$ cat src/hdl/igc_pkg.sv
// Types and constants of the IMU gesture classifier
`default_nettype none

package igc_pkg;

    localparam int MUL_W      = 64;
    localparam int PROD_W     = 2 * MUL_W;
    localparam int TAIL       = 10;
    localparam int HALF_SHIFT = 22;                        // (2048 n)^2 = n^2 << 22
    localparam logic [MUL_W-1:0]   COS_SQ     = 64'd244985104;  // 15652^2
    localparam logic signed [16:0] STEP_LIMIT = 17'sd3276;      // 0.8 g

    typedef enum logic [1:0] {
        CMD_PUSH   = 2'd0,
        CMD_DETECT = 2'd1,
        CMD_CLEAR  = 2'd2
    } cmd_t;

    typedef enum logic [2:0] {
        CFG_GRAV_X   = 3'd0,
        CFG_GRAV_Y   = 3'd1,
        CFG_GRAV_Z   = 3'd2,
        CFG_TILT     = 3'd3,
        CFG_SHAKE    = 3'd4,
        CFG_PUNCH    = 3'd5,
        CFG_SWIPE    = 3'd6,
        CFG_DEBOUNCE = 3'd7
    } cfg_t;

    typedef enum logic [3:0] {
        G_NONE    = 4'd0,
        G_TILT_L  = 4'd1,
        G_TILT_R  = 4'd2,
        G_TILT_F  = 4'd3,
        G_TILT_B  = 4'd4,
        G_SHAKE_X = 4'd5,
        G_SHAKE_Y = 4'd6,
        G_SHAKE_Z = 4'd7,
        G_PUNCH   = 4'd8,
        G_SWIPE_L = 4'd9,
        G_SWIPE_R = 4'd10
    } gest_t;

    typedef enum logic [3:0] {
        S_IDLE,
        S_SUM_RD,
        S_SUM_ACC,
        S_MUL_GO,
        S_MUL_RUN,
        S_TAIL_RD,
        S_TAIL_DAT,
        S_TAIL_END,
        S_FIN,
        S_OUT
    } state_t;

    typedef enum logic [4:0] {
        OP_SX2, OP_SY2, OP_SZ2, OP_NN,
        OP_DX, OP_DY, OP_DZ, OP_DD, OP_KS,
        OP_CX1, OP_CX2, OP_CY1, OP_CY2,
        OP_CC, OP_LL, OP_LS, OP_SW
    } op_t;

    typedef struct packed {
        logic [31:0]        t;
        logic signed [15:0] gz;
        logic signed [15:0] gy;
        logic signed [15:0] gx;
        logic signed [15:0] az;
        logic signed [15:0] ay;
        logic signed [15:0] ax;
    } sample_t;

endpackage

`default_nettype wire

$ cat src/hdl/igc_mul.sv
// Shift-add multiplier, one multiplier bit per cycle, stops when the rest is zero
`default_nettype none

module igc_mul
    import igc_pkg::*;
(
    input  wire logic              clk,
    input  wire logic              rst_n,
    input  wire logic              start,
    input  wire logic [MUL_W-1:0]  a,
    input  wire logic [MUL_W-1:0]  b,
    output logic                   busy,
    output logic      [PROD_W-1:0] prod
);

    logic              run_reg, run_next;
    logic [PROD_W-1:0] a_reg, a_next;
    logic [PROD_W-1:0] p_reg, p_next;
    logic [MUL_W-1:0]  b_reg, b_next;

    always_comb
    begin
        run_next = run_reg;
        a_next   = a_reg;
        b_next   = b_reg;
        p_next   = p_reg;
        if (start)
        begin
            run_next = 1'b1;
            a_next   = PROD_W'(a);
            b_next   = b;
            p_next   = '0;
        end
        else if (run_reg)
        begin
            if (b_reg == '0)
            begin
                run_next = 1'b0;
            end
            else
            begin
                if (b_reg[0])
                begin
                    p_next = p_reg + a_reg;
                end
                a_next = a_reg << 1;
                b_next = b_reg >> 1;
            end
        end
    end

    always_ff @(posedge clk or negedge rst_n)
    begin
        if (!rst_n)
        begin
            run_reg <= 1'b0;
        end
        else
        begin
            run_reg <= run_next;
        end
    end

    always_ff @(posedge clk)
    begin
        a_reg <= a_next;
        b_reg <= b_next;
        p_reg <= p_next;
    end

    assign busy = run_reg;
    assign prod = p_reg;

endmodule

`default_nettype wire

$ cat config.mk
export PLATFORM = sky130hd
export DESIGN_NAME = igc_mul
export DESIGN_NICKNAME = d
export VERILOG_FILES = /design/src/hdl/igc_pkg.sv /design/src/hdl/igc_mul.sv
export SDC_FILE = /design/constraint.sdc
export NUM_CORES = 1
export LEC_CHECK = 0
export BUFFER_PORTS_ARGS = -buffer_cell sky130_fd_sc_hd__buf_2
export CORE_MARGIN = 2
export CORE_UTILIZATION = 64
export DETAILED_ROUTE_END_ITERATION = 7
export PLACE_DENSITY = 0.91
export SLEW_MARGIN = 40
export SYNTH_ARGS = -nofsm -noshare
export SYNTH_HDL_FRONTEND = slang
export SYNTH_SLANG_ARGS = --single-unit
$ cat constraint.sdc
create_clock -name clk -period 14.24 [get_ports clk]
set_input_delay 1.424 -clock clk [delete_from_list [all_inputs] [get_ports clk]]
set_output_delay 1.424 -clock clk [all_outputs]
set_load 0.02 [all_outputs]
======== Word-level counts from Yosys, hierarchy flattened ========
Cells that the tools add are included.
operators by class
  eq/ne operators ......................... 1
  add/sub/neg operators ................... 1
  bitwise operators ....................... 1
  reductions and logical operators ........ 5
  mux-type cells .......................... 9
operator list
  cell                count
  $mux 64             6
  $add 128x128->128   1
  $logic_not 64->1    1
  $reduce_and 2->1    2
  $mux 1              3
  $reduce_and 3->1    1
  $ne 2x2->1 const B  1
  $reduce_bool 2->1   1
  $not 1->1           1
word-level totals
  input bits .............................. 131
  word-level logic and storage cells ...... 22
  bits in registers ....................... 321
  output and inout bits ................... 129

======== Logic depth before layout (Yosys ltp) ========
  word-level depth ........................ 4
  gate-level depth with buffers ........... 13
  mapped depth without buffers ............ 13

======== Worst setup path before layout ========
OpenSTA, ideal clock, no wires.
  path type ............................... input-to-reg
  from .................................... input port start
  to ...................................... register a_reg[0], enable pin
  library setup time ...................... 0.492 ns
  setup slack ............................. 9.076 ns
  required time ........................... 13.748 ns
  data arrival time ....................... 4.672 ns
  buffers on the path ..................... 1
  stages on the path ...................... 3
  path through ............................ clkbuf_1 clkinv_1 nand2_1
between the ends
  longest elaborated chain between the ends .. 2
  elaborated cells between the ends (all ways) .. 3
  those cells by class .................... eq/ne: 1; reduce/logical: 2
ends and longest elaborated chain
  what                                                       line           text
  start, declared                                            igc_mul.sv:9   input wire logic start,
  $ne 2x2->1 (no line) or $reduce_bool 2->1 (tied branches)  --
  $reduce_and 2->1 (no line) (*)                             --
  end signal, assigned                                       igc_mul.sv:66  a_reg <= a_next;
  end, declared                                              igc_mul.sv:17  logic [PROD_W-1:0] a_reg, a_next;
Mark *: on every way between the ends. The rest lies on a longest branch, timed or not.
A chain may end at the register's enable or synchronous reset.

======== Final worst setup path ========
  from .................................... register a_reg[0]
  to ...................................... register p_reg[122], in the netlist prod[122]
between the ends
  longest elaborated chain between the ends .. 1
ends and longest elaborated chain
  what                  line           text
  $add 128x128->128     igc_mul.sv:44  p_next = p_reg + a_reg;
  end signal, assigned  igc_mul.sv:68  p_reg <= p_next;
  end, declared         igc_mul.sv:18  logic [PROD_W-1:0] p_reg, p_next;
No other way between the ends.

==> results by group <==
Logic synthesis
  • Syn Std Cell Area: 0.0203 sq mm
  • Syn avg cell area: 8.44 sq um
  • Sequential cell area fraction in the yosys report: 38.0%
  • Synth Area in XOR/XNOR: 4.45%
  • Cell count after synthesis: 2,404
  • Ys Warns: 0
  • Post-synth EDFFs: 128
  • Async set or reset register ratio after synthesis: 0.312%
  • Post-synthesis mux area share: 7.05%
  • Library cells used by synthesis: 76
  • Synth Flop Type: dfxtp_1
  • Synth Area in Adders: 7.93%
  • Compound-Gate Fraction of Synth Area: 22.1%
  • Flops & latches, synth: 321
  • Post-Synth Simple-Gate Area: 17.2%
  • Largest family of logic cells by synthesized area: compound AO/OA/AOI/OAI gates
  • Syn_nets: 2,663

Floorplan
  • Die width: 182 um
  • Die footprint: 0.0331 sq mm
  • Starting density of the core: 64.6%
  • # IOs: 260
  • Core area: 0.0314 sq mm
  • Row count: 65
  • Die height: 182 um

Power
  • Max IR drop VDD: 0.120 mV
  • Leak: 0.00927 uW
  • Part of the power in combinational logic: 29.4%
  • Switching part of the total power: 34.7%
  • Cell Int Power: 1940 uW
  • Seq pwr share: 37.8%
  • Clock power share: 32.8%
  • Power density cells: 129 mW/mm^2
  • Sw Pwr: 1030 uW

STA
  • Tmin final: 4430 ps
  • F_max: 226 MHz
  • Final period util: 31.1%
  • Tightest Pin Transition: 849 ps
  • Final Skew: 18.4 ps
  • Fin Setup TNS: 0 ps
  • Max_slew headroom: 42.6%
  • Max-slew violations: 0
  • Count of final setup violators: 0
  • Fin. Hold Viols: 0
  • RSZ-0062 raised after global routing: false

Drt
  • DRC Markers: 0
  • Avg WL per Cell: 21.3 um
  • Post-DRT Antenna Nets: 0
  • Pre-antenna DRT Iters: 6
  • Avg Vias per Cell: 6.55
  • Routed via count: 19,800
  • Final WL: 64.4 mm
  • Initial DRC count: 2,039

Clock tree
  • Root Buffer: clkbuf_16
  • Number of gates resized after cts: 0
  • Clock buffer depth: 3
  • Post-CTS Setup Bufs: 0
  • CTS tree: done
  • CTS Hold Bufs: 0
  • Clock Sinks: 321
  • Clk pin slew, worst setup/hold paths: 60 ps
  • H-tree levels: 2
  • Clk Latency, worst-skew pair: 540 ps
  • Total CTS buffers: 36

Min path
  • Hold endpoint: a_reg[67]
  • Hold Crit Start: a_reg[66]
  • Min-Delay Path Depth: 2
  • Hold Path Class: reg -> reg

Worst setup path
  • FF-to-FF setup slack: 9810 ps
  • RR Endpoint: prod[122]
  • RR Startpoint: a_reg[0]
  • CP Capture Type: register
  • Cells on worst reg2reg path: 11
  • Arr. time, crit path: 4850 ps
  • CP Max Fanout: 5
  • Required time of the critical path: 14,660 ps
  • Setup CP Type: reg -> reg
  • Worst setup SP type: register

Place
  • Gpl congestion: 1.01
  • # port buffers: 259
  • DP HPWL: 46.7 mm

Cells and area
  • Layout area overhead: 13.5%
  • Layout Nets: 2,851
  • Fillers: 2,310
  • Layout cells sized above 1: 18.4%
  • Final core area utilization: 73.3%

Run status
  • Status: finished clean

Global route
  • Largest net degree at the start of global routing: 105
  • Vias in the first global route: 19,100
  • Grt ovf: 0
  • Gr usage total: 37.8%
  • First-pass GRT wire length: 101 mm
  • Initial antenna violation count: 3

Job
  • Max-cap violation count: 0
power by group through the flow:
stage               Combinational, uW  Clock, uW  Sequential (uW)
floorplan                         551          0             1160
global placement                  810          0             1130
detailed placement                832          0             1140
CTS                               848        982             1120
global route                      943       1010             1130
finish                            874        978             1120
cell usage in the layout, fill, tap and decap left out, types with 56 or more instances in the layout:
cell | Yosys | final
a21oi_1 | 360 | 360
dfxtp_1 | 192 | 192
edfxtp_1 | 128 | 128
nor2_1 | 109 | 108
buf_2 | 4 | 258
nand4_1 | 56 | 56
o21ai_0 | 149 | 149
xnor2_1 | 72 | 72
ha_1 | 127 | 127
nand2_1 | 473 | 470
mux2_2 | 126 | 126
critical path, cell delays in order (launching register included):
cell	delay [ps]
edfxtp_1	390
ha_1	240
fa_1	470
a211oi_1	400
o21ai_0	220
o211ai_1	260
a211oi_1	200
o31ai_1	700
a31oi_2	310
a31oi_1	490
a21oi_1	290
a221o_1	350
worst max path at each step:
stage	start	endpoint	slack [ps]
2_1_floorplan	start	a_reg[0]	9080
3_3_place_gp	start	a_reg[8]	9870
3_5_place_dp	start	b_reg[0]	10000
4_1_cts	a_reg[0]	prod[116]	9970
5_1_grt	a_reg[0]	prod[116]	9790
6_report	a_reg[0]	prod[122]	9810
metrics by stage:
step | hold slack (ps) | cell area [sq um] | power, uW | setup WS [ps] | std cells
after floorplan | 449 | 20300 | 1710 | 9080 | 2404
after global placement | 455 | 21700 | 1940 | 9870 | 2955
after detailed placement | 465 | 21800 | 1970 | 10000 | 2956
after CTS | 473 | 23000 | 2950 | 9970 | 3021
after global routing | 492 | 23000 | 3090 | 9790 | 3023
final | 467 | 23000 | 2980 | 9810 | 3023
cell usage after synthesis (3+ instances only):
cell       number  area, sq um
buf_1           5         18.8
nand2b_1        8         50.1
a21o_1         33          248
o21bai_1       46          345
nor2_1        109          409
o21a_1         20          150
and3_1         10         62.6
edfxtp_1      128         3840
nand2_1       473         1780
or2_2           6         37.5
nand4_1        56          350
and2_1         10         62.6
clkbuf_1      109          409
a31oi_1        23          144
xnor2_1        72          631
buf_2           4         20.0
and4_1          6         52.6
a22oi_1         3         22.5
inv_1          49          184
nor2b_1         5         31.3
ha_1          127         1590
o221ai_1        3         26.3
dfxtp_1       192         3840
a211oi_1        8         60.1
a221oi_1        6         52.6
nor3_1         32          160
nor4_1         22          138
xor2_1         31          272
o31ai_1        15          113
o21ai_1        23          115
a221o_1         4         40.0
o211ai_1       14          105
nand3_1        31          155
or3_1          12         75.1
mux2_2        126         1420
a21boi_0       12         90.1
a21oi_1       360         1800
a32o_1          5         50.1
nand3b_1        7         52.6
o2111ai_1       4         35.0
o21ai_0       149          746
layer usage:
layer  global-route usage, %  vias up  part of all wire, %
met5                       0        -                    0
met4                    18.0        0                  5.1
met3                    6.54      258                  8.4
met2                    64.9     1123                   48
met1                    46.1     9296                   38
li1                        -     9134                    -
final cells by class:
class / instances / area [sq um] / share of cell area (%)
flip-flops and latches: 321 / 7710 / 33.5
well taps: 402 / 503 / 2.19
diodes: 2 / 5.00 / 0.0217
repair buffers: 270 / 1420 / 6.15
inverters: 50 / 188 / 0.816
multi-input cells: 1913 / 12000 / 52.0
clock inverters: 17 / 241 / 1.05
clock buffers: 48 / 986 / 4.28
cells by family (layout without fill, tap and decap cells):
family	after synthesis	in the layout
adders and majority gates	128	128
and+or+nand+nor	796	796
xor gates and xnor gates	103	103
DFF	321	321
muxes	127	127
AOI/OAI and AO/OA	759	759
other	0	2
buffers and inverters	170	385
Power figures use the tool's default switching activity.
